[config.mk]
export PLATFORM = sky130hd
export DESIGN_NAME = cartridge_bank_mapper_with_rtc
export DESIGN_NICKNAME = d
export VERILOG_FILES = /design/src/hw/rtl/cbm_pkg.sv /design/src/hw/rtl/cbm_decode.sv /design/src/hw/rtl/cbm_regs.sv /design/src/hw/rtl/cartridge_bank_mapper_with_rtc.sv
export SDC_FILE = /design/constraint.sdc
export NUM_CORES = 1
export LEC_CHECK = 0
export CAP_MARGIN = 40
export CORE_MARGIN = 1
export CORE_UTILIZATION = 63
export DETAILED_ROUTE_END_ITERATION = 12
export DONT_BUFFER_PORTS = 1
export PLACE_DENSITY = 0.79
export SLEW_MARGIN = 20
export SYNTH_ARGS = -nofsm -noshare
export SYNTH_HDL_FRONTEND = slang
export SYNTH_SLANG_ARGS = --single-unit
export TNS_END_PERCENT = 5
[constraint.sdc]
create_clock -name clk -period 4.4 [get_ports clk]
set_input_delay 0.88 -clock clk [delete_from_list [all_inputs] [get_ports clk]]
set_output_delay 0.88 -clock clk [all_outputs]
set_load 0.005 [all_outputs]
[src/hw/rtl/cbm_pkg.sv]
// cbm_pkg: shared types and constants for the cartridge bank mapper with RTC.
// Used by cbm_decode, cbm_regs and cartridge_bank_mapper_with_rtc.
`timescale 1ns / 1ps

package cbm_pkg;

  localparam int ROM_BANK_BITS = 7;
  localparam int RAM_BANK_BITS = 2;
  localparam int ADDR_BITS     = 21;
  localparam int RTC_COUNT     = 5;
  localparam int RTC_SEL_BITS  = 3;

  localparam logic       MODE_READ  = 1'b0;
  localparam logic       MODE_WRITE = 1'b1;

  localparam logic [7:0] ENABLE_ON  = 8'h0A;
  localparam logic [7:0] ENABLE_OFF = 8'h00;
  localparam logic [7:0] RAM_BANK_MAX = 8'h03;
  localparam logic [7:0] RTC_SEL_FIRST = 8'h08;
  localparam logic [7:0] RTC_SEL_LAST  = 8'h0C;

  // 8 KiB regions of the cartridge bus, keyed by address bits 15:13
  localparam logic [2:0] RGN_ENABLE   = 3'd0;
  localparam logic [2:0] RGN_ROM_BANK = 3'd1;
  localparam logic [2:0] RGN_RAM_BANK = 3'd2;
  localparam logic [2:0] RGN_LATCH    = 3'd3;
  localparam logic [2:0] RGN_EXT_RAM  = 3'd5;

  typedef enum logic [2:0] {
    ST_IGNORED   = 3'd0,
    ST_ROM_READ  = 3'd1,
    ST_RAM_READ  = 3'd2,
    ST_RAM_WRITE = 3'd3,
    ST_RTC_READ  = 3'd4,
    ST_RTC_WRITE = 3'd5,
    ST_BLOCKED   = 3'd6,
    ST_FAULT     = 3'd7
  } status_t;

  typedef struct packed {
    logic        mode;
    logic [15:0] bus_address;
    logic [7:0]  write_data;
  } in_item_t;

  typedef struct packed {
    status_t               status;
    logic [ADDR_BITS-1:0]  mapped_address;
    logic [7:0]            rtc_read_data;
  } out_item_t;

  // Mapper state as seen by the decoder
  typedef struct packed {
    logic [ROM_BANK_BITS-1:0] rom_bank;
    logic [RAM_BANK_BITS-1:0] ram_bank;
    logic                     ram_rtc_enable;
    logic                     rtc_is_mapped;
    logic [7:0]               rtc_byte;
  } cbm_state_t;

  // State updates requested by one access
  typedef struct packed {
    logic                     enable_set;
    logic                     enable_clr;
    logic                     rom_we;
    logic [ROM_BANK_BITS-1:0] rom_val;
    logic                     ram_we;
    logic [RAM_BANK_BITS-1:0] ram_val;
    logic                     rtc_map;
    logic                     sel_we;
    logic [RTC_SEL_BITS-1:0]  sel_val;
    logic                     rtc_we;
    logic [7:0]               rtc_data;
  } cbm_upd_t;

endpackage

[src/hw/rtl/cbm_decode.sv]
// cbm_decode: combinational decode of one bus request against the mapper state.
// Produces the result item and the state update. Depends on cbm_pkg.
`timescale 1ns / 1ps

module cbm_decode
  import cbm_pkg::*;
(
  input  in_item_t   item,
  input  cbm_state_t st,
  output out_item_t  res,
  output cbm_upd_t   upd
);

  logic [2:0] region;
  logic [7:0] data;
  logic [7:0] rom_data;
  logic       ext_ram;

  assign region  = item.bus_address[15:13];
  assign data    = item.write_data;
  assign ext_ram = (region == RGN_EXT_RAM);
  // bank value 0 becomes 1 before masking
  assign rom_data = (data == 8'h00) ? 8'h01 : data;

  always_comb begin
    res.status         = ST_IGNORED;
    res.mapped_address = '0;
    res.rtc_read_data  = '0;

    upd.enable_set = 1'b0;
    upd.enable_clr = 1'b0;
    upd.rom_we     = 1'b0;
    upd.rom_val    = rom_data[ROM_BANK_BITS-1:0];
    upd.ram_we     = 1'b0;
    upd.ram_val    = data[RAM_BANK_BITS-1:0];
    upd.rtc_map    = 1'b0;
    upd.sel_we     = 1'b0;
    upd.sel_val    = data[RTC_SEL_BITS-1:0];
    upd.rtc_we     = 1'b0;
    upd.rtc_data   = data;

    if (item.mode == MODE_READ) begin
      if (!item.bus_address[15]) begin
        res.status = ST_ROM_READ;
        if (!item.bus_address[14]) begin
          res.mapped_address = ADDR_BITS'(item.bus_address[13:0]);
        end else begin
          res.mapped_address = ADDR_BITS'({st.rom_bank, item.bus_address[13:0]});
        end
      end else if (ext_ram) begin
        if (!st.rtc_is_mapped) begin
          res.status         = ST_RAM_READ;
          res.mapped_address = ADDR_BITS'({st.ram_bank, item.bus_address[12:0]});
        end else begin
          res.status        = ST_RTC_READ;
          res.rtc_read_data = st.rtc_byte;
        end
      end else begin
        res.status = ST_FAULT;
      end
    end else begin
      case (region)
        RGN_ENABLE: begin
          upd.enable_set = (data == ENABLE_ON);
          upd.enable_clr = (data == ENABLE_OFF);
        end
        RGN_ROM_BANK: begin
          upd.rom_we = 1'b1;
        end
        RGN_RAM_BANK: begin
          if (data <= RAM_BANK_MAX) begin
            upd.ram_we = 1'b1;
          end else begin
            upd.rtc_map = 1'b1;
            upd.sel_we  = (data >= RTC_SEL_FIRST) && (data <= RTC_SEL_LAST);
          end
        end
        RGN_EXT_RAM: begin
          if (!st.ram_rtc_enable) begin
            res.status = ST_BLOCKED;
          end else if (!st.rtc_is_mapped) begin
            res.status         = ST_RAM_WRITE;
            res.mapped_address = ADDR_BITS'({st.ram_bank, item.bus_address[12:0]});
          end else begin
            res.status = ST_RTC_WRITE;
            upd.rtc_we = 1'b1;
          end
        end
        // clock latch and unmapped areas: drop the write
        default: begin
          res.status = ST_IGNORED;
        end
      endcase
    end
  end

endmodule

[src/hw/rtl/cbm_regs.sv]
// cbm_regs: bank, enable, mapping, RTC select and RTC byte registers.
// Applies one update per accepted request. Depends on cbm_pkg.
`timescale 1ns / 1ps

module cbm_regs
  import cbm_pkg::*;
(
  input  logic       clk,
  input  logic       rst_n,
  input  logic       upd_en,
  input  cbm_upd_t   upd,
  output cbm_state_t st
);

  logic [ROM_BANK_BITS-1:0] rom_bank_r;
  logic [RAM_BANK_BITS-1:0] ram_bank_r;
  logic                     enable_r;
  logic                     rtc_mapped_r;
  logic [RTC_SEL_BITS-1:0]  rtc_sel_r;
  logic [7:0]               rtc_bytes_r [RTC_COUNT];

  always_ff @(posedge clk) begin
    if (!rst_n) begin
      rom_bank_r   <= ROM_BANK_BITS'(1);
      ram_bank_r   <= '0;
      enable_r     <= 1'b0;
      rtc_mapped_r <= 1'b0;
      rtc_sel_r    <= '0;
      for (int i = 0; i < RTC_COUNT; i++) begin
        rtc_bytes_r[i] <= '0;
      end
    end else if (upd_en) begin
      if (upd.enable_set) begin
        enable_r <= 1'b1;
      end else if (upd.enable_clr) begin
        enable_r <= 1'b0;
      end
      if (upd.rom_we) begin
        rom_bank_r <= upd.rom_val;
      end
      if (upd.ram_we) begin
        ram_bank_r   <= upd.ram_val;
        rtc_mapped_r <= 1'b0;
      end else if (upd.rtc_map) begin
        rtc_mapped_r <= 1'b1;
      end
      if (upd.sel_we) begin
        rtc_sel_r <= upd.sel_val;
      end
      if (upd.rtc_we && (rtc_sel_r < RTC_SEL_BITS'(RTC_COUNT))) begin
        rtc_bytes_r[rtc_sel_r] <= upd.rtc_data;
      end
    end
  end

  always_comb begin
    st.rom_bank       = rom_bank_r;
    st.ram_bank       = ram_bank_r;
    st.ram_rtc_enable = enable_r;
    st.rtc_is_mapped  = rtc_mapped_r;
    st.rtc_byte       = (rtc_sel_r < RTC_SEL_BITS'(RTC_COUNT)) ? rtc_bytes_r[rtc_sel_r]
                                                               : 8'h00;
  end

endmodule

[src/hw/rtl/cartridge_bank_mapper_with_rtc.sv]
// Cartridge bank mapper with RTC registers: takes one bus request per cycle
// while in_stall is low (read or write, 16-bit CPU address, data byte) and
// returns one result with a status code, the physical ROM/RAM byte address and
// the RTC byte on RTC reads. A request is registered, decoded against the
// mapper state in the next cycle and its result lands in the output register;
// throughput is one request per cycle while out_stall is low. Register writes
// take effect for the request that follows. Clock latch writes at 6000-7FFF
// are dropped. Depends on cbm_pkg, cbm_decode and cbm_regs.
`timescale 1ns / 1ps

module cartridge_bank_mapper_with_rtc
  import cbm_pkg::*;
(
  input  logic      clk,
  input  logic      rst_n,
  input  logic      in_valid,
  output logic      in_stall,
  input  in_item_t  in_item,
  output logic      out_valid,
  input  logic      out_stall,
  output out_item_t out_item
);

  logic       s1_valid_r;
  in_item_t   s1_item_r;
  logic       out_valid_r;
  out_item_t  out_item_r;

  logic       advance;
  logic       in_fire;
  cbm_state_t st;
  cbm_upd_t   upd;
  out_item_t  res;

  // advance the request when the output register is free or being drained
  assign advance  = s1_valid_r && (!out_valid_r || !out_stall);
  assign in_stall = s1_valid_r && !advance;
  assign in_fire  = in_valid && !in_stall;

  cbm_decode u_decode (
    .item (s1_item_r),
    .st   (st),
    .res  (res),
    .upd  (upd)
  );

  cbm_regs u_regs (
    .clk    (clk),
    .rst_n  (rst_n),
    .upd_en (advance),
    .upd    (upd),
    .st     (st)
  );

  always_ff @(posedge clk) begin
    if (!rst_n) begin
      s1_valid_r  <= 1'b0;
      out_valid_r <= 1'b0;
    end else begin
      if (in_fire) begin
        s1_valid_r <= 1'b1;
      end else if (advance) begin
        s1_valid_r <= 1'b0;
      end
      if (advance) begin
        out_valid_r <= 1'b1;
      end else if (!out_stall) begin
        out_valid_r <= 1'b0;
      end
    end
  end

  always_ff @(posedge clk) begin
    if (in_fire) begin
      s1_item_r <= in_item;
    end
    if (advance) begin
      out_item_r <= res;
    end
  end

  assign out_valid = out_valid_r;
  assign out_item  = out_item_r;

  a_addr_zero: assert property (@(posedge clk) disable iff (!rst_n)
    out_valid && !(out_item.status == ST_ROM_READ || out_item.status == ST_RAM_READ ||
                   out_item.status == ST_RAM_WRITE)
    |-> out_item.mapped_address == '0)
    else $error("mapped address set on a non-memory result");

  a_rtc_zero: assert property (@(posedge clk) disable iff (!rst_n)
    out_valid && (out_item.status != ST_RTC_READ) |-> out_item.rtc_read_data == 8'h00)
    else $error("RTC data set on a non-RTC-read result");

  a_stall_busy: assert property (@(posedge clk) disable iff (!rst_n)
    in_stall |-> s1_valid_r && out_valid_r && out_stall)
    else $error("input stalled with a free pipeline");

  a_advance_lands: assert property (@(posedge clk) disable iff (!rst_n)
    advance |=> out_valid_r)
    else $error("advanced request did not reach the output register");

endmodule
## Yosys cells after proc, flatten, opt, wreduce, memory -nomap -nowiden

Memories as Yosys holds them, arrays and structs flattened. A register that Yosys moved wholly into a read port is not among the register bits.
Index checks and enable logic that the tools add are counted.

| operators by class | value |
|---|---|
| order comparisons | 4 |
| equal/unequal tests | 5 |
| muxes and demuxes | 46 |
| bitwise logic cells | 4 |
| reductions and logical operators | 22 |

Operators by type and width:

| kind | number |
|---|---|
| $mux W24 | 2 |
| $mux W15 | 3 |
| $mux W3 | 9 |
| $mux W8 | 3 |
| $mux W23 | 1 |
| $mux W1 | 22 |
| $mux W21 | 1 |
| $reduce_and A2 Y1 | 5 |
| $eq A8 B4 Y1 const B | 1 |
| $ge A8 B4 Y1 const B | 1 |
| $le A8 B2 Y1 const B | 1 |
| $le A8 B4 Y1 const B | 1 |
| $logic_not A8 Y1 | 1 |
| $mux W2 | 4 |
| $reduce_or A8 Y1 | 1 |
| $mux W7 | 1 |
| $reduce_bool A2 Y1 | 3 |
| $logic_and A1 B1 Y1 | 5 |
| $reduce_or A5 Y1 | 1 |
| $logic_not A1 Y1 | 4 |
| $not A1 Y1 | 4 |
| $eq A3 B1 Y1 const B | 1 |
| $eq A3 B2 Y1 const B | 1 |
| $eq A3 B3 Y1 const B | 1 |
| 4 further kinds | 4 |

| word-level totals | value |
|---|---|
| bits in registers | 73 |
| RAM bits | 40 |
| input bits | 29 |
| word-level logic and storage cells | 95 |
| memories | 1 |

Memory list:

| name | words | width | rd ports | clocked after memory_dff | write ports | RTL line | RTL |
|---|---|---|---|---|---|---|---|
| u_regs.rtc_bytes_r | 5 | 8 | 1 | 1 | 5 | cbm_regs.sv:20 | `logic [7:0] rtc_bytes_r [RTC_COUNT];` |

## Logic depth before layout (Yosys ltp)

Gate-level depths: netlist of run 1.

| logic depth | value |
|---|---|
| depth after elaboration | 11 |
| gate-level depth with buffers | 6 |
| gate-level depth less buffers | 4 |

## By module

From an unflattened synthesis of run 1, not the netlist that was laid out.

| second synthesis, totals | value |
|---|---|
| cells, all modules | 408 |
| area total of the unflattened synthesis | 5926.9 µm² |

Modules (own cells, without submodules):

| module | instances | cells an instance | area an instance (µm²) |
|---|---|---|---|
| cbm_regs | 1 | 255 | 3572.2 |
| cartridge_bank_mapper_with_rtc | 1 | 65 | 1795.5 |
| cbm_decode | 1 | 88 | 559.3 |

## Least setup slack after synthesis of run 1

OpenSTA, ideal clock, no wires.

| timing | value |
|---|---|
| kind | input -> register |
| start point | in out_stall |
| end point | mem u_regs.rtc_bytes_r[1][0] (enable) |
| setup time | 0.334 ns |
| data arrival time | 3.048 ns |
| required time | 4.066 ns |
| setup slack | 1.018 ns |
| stages | 4 |
| buffers on the path | 0 |
| path through | a21boi_2 > nand4_4 > nor4b_4 > nand2b_1 |

RTL lines:

| what | RTL line | RTL |
|---|---|---|
| from (decl) | cartridge_bank_mapper_with_rtc.sv:20 | `input logic out_stall,` |
| to (decl) | cbm_regs.sv:20 |  |

==> results.cfg, run 1 <==
[sta]
finalMaxSlewViolations = 0
tightest_slew_ps = 832
finalSetupViolCount = 0
rsz0062_at_grt = no
final.period_utilization_pct = 54.1
finalCriticalPeriod_ps = 2380
slew_headroom_pct = 44.5
skew_ps = 8.68
fin_setup_tns_ps = 0
fmax_mhz = 420
hold_viol = 0

[layout]
nNetsFinal = 401
multi_input_area_sq_um = 1600
drive_gt1_share_pct = 15.6
seq_area_sq_um = 4010
area_delta_synth_final_pct = 13.5
final_common_cell = edfxtp_1
final.fill_count = 502
final_cell_mix = 121 x edfxtp_1, 61 x and2_1, 24 x conb_1
fin_area_sq_um = 6360
n_antenna_cell = 0

[power]
ir_drop_mv = 0.345
p_leak_uw = 0.00224
p_per_area_nw_per_um2 = 461

[clocking]
clk_path_buf_depth = 2
holdBufCountCts = 0
post-cts-setup-buffers = 0
cts_tree = yes
clk_pin_slew_worst_paths_ps = 70
numCtsBuffers = 17
clk_latency_ps = 540
cts_root_buffer = clkbuf_8
htreeDepth = 4
clock-sinks = 140
cts_resized = 0

[floorplan]
ios = 63
initial_core_util_pct = 64.6
rows = 34
die_area_sq_um = 9280
placeableCoreArea_sq_um = 8680
die_height_microns = 96.3
die_w_microns = 96.3

[hold_path]
hold_class = in -> reg

[detailed_routing]
first_pass_iters = 4
drt_wl_total_mm = 10.5
drtAntennaViolNets = 0
num_vias = 2892
vias_per_cell = 5.87
wire_per_inst_microns = 21.3
drc_errors = 0
first_iter_violations = 197

[synthesis]
netlist_area_sq_um = 5610
synth_top_cell_area_share_pct = 64.8
synth_edf_count = 121
syn_inst = 344
synth_top_area_cell = edfxtp_1
muxShareOfSynthArea_pct = 10.4
synth-async-reset-ratio_pct = 0
synth_top_family_by_area = simple AND/OR/NAND/NOR gates
seq_area_frac_synth_pct = 71.6
ys_top_cells_by_area = edfxtp_1 65%, and2_1 6.8%, dfxtp_1 6.8%, mux4_2 6.4%, mux2i_1 3.9%
yosys.area_share.xor_xnor_pct = 0
avgSynthCellArea_sq_um = 16.3
ys_warn_count = 0
synth-adder-area-share_pct = 0
synth-simple-area-share_pct = 14.7
synth_compound_area_share_pct = 1.72
synth_top_flop_cell = edfxtp_1
ys_seq_elements = 140
synth_cell_types = 38

[job]
maxCapViolCount = 0

[global_route]
grt_use_total_pct = 24.6
grt_pass1_vias = 2767
antenna_found_initial = 0
grt_pass1_wl_mm = 15.4
grt_max_degree = 37
gr-total-overflow = 0

[placement]
gp_congestion = 0.838
port_buffers = 0
hpwl_mm = 6.94
placed_cell_area_sq_um = 5800

[setup_path]
required_ps = 4590
cp.arrival_ps = 2570
crit_fanout = 9
end_kind = flip-flop
path_class = reg -> reg
crit_path_start_kind = flip-flop

[outcome]
status = complete, no violations
## metrics by stage
stage	instances	utilization (%)	worst slack, ps	total power (uW)	hold slack (ps)
finish	493	73.3	2020	2930	409
global route	493	73.3	1860	3010	403
CTS	493	73.3	2020	2940	398
detailed placement	461	66.9	1860	1630	463
global placement	460	66.6	1910	1620	462
floorplan	367	-	1020	1600	444
## metal layers
| metal | vias up | routed length [microns] | global-route usage, % |
|---|---|---|---|
| li1 | 1314 | - | - |
| met2 | 103 | 5460 | 39.6 |
| met3 | 21 | 502 | 7.35 |
| met5 | - | 0 | 0 |
| met4 | 0 | 209 | 10.7 |
| met1 | 1454 | 4340 | 31.0 |
## final cells by class
type / count / share of cell area, %
Clock buffer: 17 / 6.51
Clock inverter: 15 / 2.28
Inverter: 2 / 0.118
Multi-Input combinational cell: 208 / 25.2
Sequential cell: 140 / 63.1
Tap cell: 108 / 2.12
Timing Repair Buffer: 3 / 0.669
## power by group
part	leakage, uW	internal (uW)	switching [uW]	total (uW)
Sequential	0.00134	1500	40.0	1540
Clock	0.000267	723	607	1330
Combinational	0.000630	21.9	40.4	62.4
## cells by family (layout without fill, tap and decap cells)
family | Yosys count | in the layout
and+or+nand+nor | 131 | 131
AOI/OAI and AO/OA | 15 | 15
other | 1 | 24
DFF | 140 | 140
muxes | 38 | 38
buffers and inverters | 19 | 37
## cell usage after synthesis (2+ instances only)
| cell | n |
|---|---|
| inv_1 | 2 |
| mux4_2 | 16 |
| nand3_1 | 2 |
| mux2i_1 | 22 |
| and3_1 | 2 |
| nor2b_1 | 3 |
| clkbuf_1 | 10 |
| dfxtp_1 | 19 |
| a21oi_1 | 2 |
| edfxtp_1 | 121 |
| buf_4 | 3 |
| o21ai_0 | 7 |
| nand2b_1 | 9 |
| and2_1 | 61 |
| buf_2 | 3 |
| nand2_1 | 15 |
| nor4_4 | 3 |
| nor2_1 | 22 |
| nor4b_1 | 2 |
| nand4b_1 | 2 |
## worst max-delay path, stage by stage (launching register included)
cell	delay (ps)
edfxtp_1	470
and3b_1	410
nand4_4	250
nor4_4	470
nand2b_1	430
## state kept, by name, indices dropped and copies added (netlist names), named ones only
signal               cells
s1_valid_r               1
out_valid                1
u_regs.rtc_bytes_r      64
u_regs.rtc_sel_r         3
u_regs.enable_r          1
s1_item_r               25
u_regs.rom_bank_r        7
u_regs.ram_bank_r        2
out_item                32
u_regs.rtc_mapped_r      1
## final timing paths
| check | from | end | slack [ps] | depth (start not counted) |
|---|---|---|---|---|
| worst max-delay path | s1_item_r[22] | u_regs.rtc_bytes_r[0][0] | 2020 | 4 |
| worst min-delay path | rst_n | u_regs.rom_bank_r[0] | 410 | 1 |
| worst max register to register | s1_item_r[22] | u_regs.rtc_bytes_r[0][0] | 2020 | 4 |
| worst min register to register | u_regs.rom_bank_r[0] | u_regs.rom_bank_r[0] | 490 | 2 |
Power figures use the tool's default switching activity.
==> inputs of run 2 (changes only) <==
ABC_AREA = 1   (was default)
clock period = 2.4 ns   (was 4.4 ns; I/O delays follow)
==> run 2 against run 1 <==
Against the previous run: clock-buffer cell count unchanged; hold slack got worse by 360 ps; synthesized cell count up 49%; wire length up 13%; cell area up 3.0%; die area rose by 3.0%; critical path depth grew 1; non-clock buffer count up 2; sequential share of layout area is 1.9 points lower; the run now ends with design-rule violations left; cell count grew 34%.
==> results.cfg, run 2 <==
[detailed_routing]
drtAntennaViolNets = 0
drt_wl_total_mm = 11.9
vias_per_cell = 5.73
first_iter_violations = 348
num_vias = 3796
first_pass_iters = 9
drc_errors = 10
wire_per_inst_microns = 17.9

[power]
ir_drop_mv = 0.481
p_per_area_nw_per_um2 = 851
p_leak_uw = 0.00252

[global_route]
grt_use_total_pct = 26.4
grt_pass1_wl_mm = 18.4
antenna_found_initial = 0
grt_pass1_vias = 3565
grt_max_degree = 33
gr-total-overflow = 0

[layout]
final_cell_mix = 168 x nor2_1, 121 x edfxtp_1, 47 x nand2_1
largest_register = u_regs.rtc_bytes_r
area_delta_synth_final_pct = 13.4
final_core_util_pct = 74.4
drive_gt1_share_pct = 11.2
fin_area_sq_um = 6560
nNetsFinal = 571
n_antenna_cell = 0
largest_register_ffs = 64
final_common_cell = nor2_1

[setup_path]
crit_path_start_kind = flip-flop
crit_chain = inv_2 -> nand4_4 -> nor2_8 -> nand4_4 -> nand2_1
end_kind = flip-flop
required_ps = 2590
slowest_delay_ps = 450
crit_top_cell = nand4_4
cp.arrival_ps = 2020
path_class = reg -> reg
crit_path_top_delay_cell = edfxtp_1
crit_fanout = 9

[placement]
port_buffers = 0
gp_congestion = 0.922
hpwl_mm = 7.74
placed_cell_area_sq_um = 5960

[synthesis]
synth_edf_count = 121
ys_warn_count = 0
ys_seq_elements = 140
synth_top_cell_area_share_pct = 62.9
seq_area_frac_synth_pct = 69.4
netlist_area_sq_um = 5780
ys_top_cells_by_area = edfxtp_1 63%, nor2_1 11%, dfxtp_1 6.6%, o21ai_0 3.8%, nand2_1 3.1%
synth_cell_types = 33
synth.most_common_cell = nor2_1
synth_top_flop_cell = edfxtp_1
synth-async-reset-ratio_pct = 0
avgSynthCellArea_sq_um = 11.3
syn_inst = 512
netlist_top_cells_count = 168 x nor2_1, 121 x edfxtp_1, 47 x nand2_1
synth_top_area_cell = edfxtp_1

[clocking]
clk_latency_ps = 530
numCtsBuffers = 17
clk_path_buf_depth = 2
cts_root_buffer = clkbuf_8
htreeDepth = 4
clk_pin_slew_worst_paths_ps = 60
cts_tree = yes
clock-sinks = 140
post-cts-setup-buffers = 0
holdBufCountCts = 0
cts_resized = 0

[floorplan]
rows = 34
initial_core_util_pct = 65.6
ios = 63
die_height_microns = 97.8
die_area_sq_um = 9560
placeableCoreArea_sq_um = 8810
die_w_microns = 97.8

[sta]
finalCriticalPeriod_ps = 1830
skew_ps = 7.99
slew_headroom_pct = 43.5
final.period_utilization_pct = 76.1
finalMaxSlewViolations = 0
hold_viol = 0
tightest_slew_ps = 847
hold_ws_ps = 45.3
fin_setup_tns_ps = 0
fmax_mhz = 548
finalSetupViolCount = 0
rsz0062_at_grt = no

[job]
maxCapViolCount = 0

[outcome]
violations = design-rule violations
status = finished, violations left

[hold_path]
hold_class = in -> reg
==> run 2: changes by cell type in the layout (fill, tap and decap cells not counted), sizes merged, moves of 5 or more <==
cell	before	now
inv	12	42
and2	61	1
nor2	22	175
nand2b	9	0
mux4	16	0
mux2i	22	0
nand2	15	49
o21ai	7	53
nand3	2	26
a21oi	2	7
==> run 2: cell type report <==
type                       count  area, sq um
timing repair buffer           5         50.0
tap                          108          135
clock buffer                  17          414
multi-input combinational    344         1640
fill                         527         2250
sequential                   140         4010
inverter                      34          128
clock inverter                15          176
==> run 2: metrics by stage <==
stage / setup slack (ps) / std cells / total power (uW)
finish: 574 / 663 / 5580
global route: 459 / 663 / 5710
CTS: 586 / 663 / 5590
detailed placement: 585 / 631 / 3020
global placement: 649 / 631 / 3010
floorplan: 406 / 535 / 2960
==> run 2: power breakdown <==
part,internal (uW),switching (uW)
combinational,40.0,130
clock,1520,1080
sequential,2750,55.1
==> run 2: routing by layer <==
metal | vias to the layer above | global-route usage, % | wire [microns] | part of all wire [%]
li1 | 1772 | - | - | -
met1 | 1822 | 34.5 | 4940 | 42
met4 | 0 | 12.1 | 312 | 2.6
met5 | - | 0 | 0 | 0
met3 | 27 | 6.87 | 747 | 6.3
met2 | 175 | 42.1 | 5890 | 50
==> run 2: cell families after synthesis <==
kind of cell	Yosys count	synth area share, %
compound gates	64	6.02
buf+inv	51	3.72
flops	140	69.4
other cells	1	0.0649
simple gates	256	20.8
==> run 2: path summary, 6_finish.rpt <==
| kind | start | depth (start not counted) | endpoint | slack [ps] |
|---|---|---|---|---|
| max reg2reg | s1_item_r[22] | 5 | u_regs.rtc_bytes_r[1][2] | 570 |
| min | in_item[14] | 0 | s1_item_r[14] | 50 |
| min reg2reg | u_regs.ram_bank_r[1] | 2 | u_regs.ram_bank_r[1] | 480 |
| max | s1_item_r[22] | 5 | u_regs.rtc_bytes_r[1][2] | 570 |
==> run 2: critical path, delay by kind of cell, from the launching register on <==
family | cells | cell delay, ps
buf+inv | 1 | 160
flops | 1 | 450
simple gates | 4 | 880
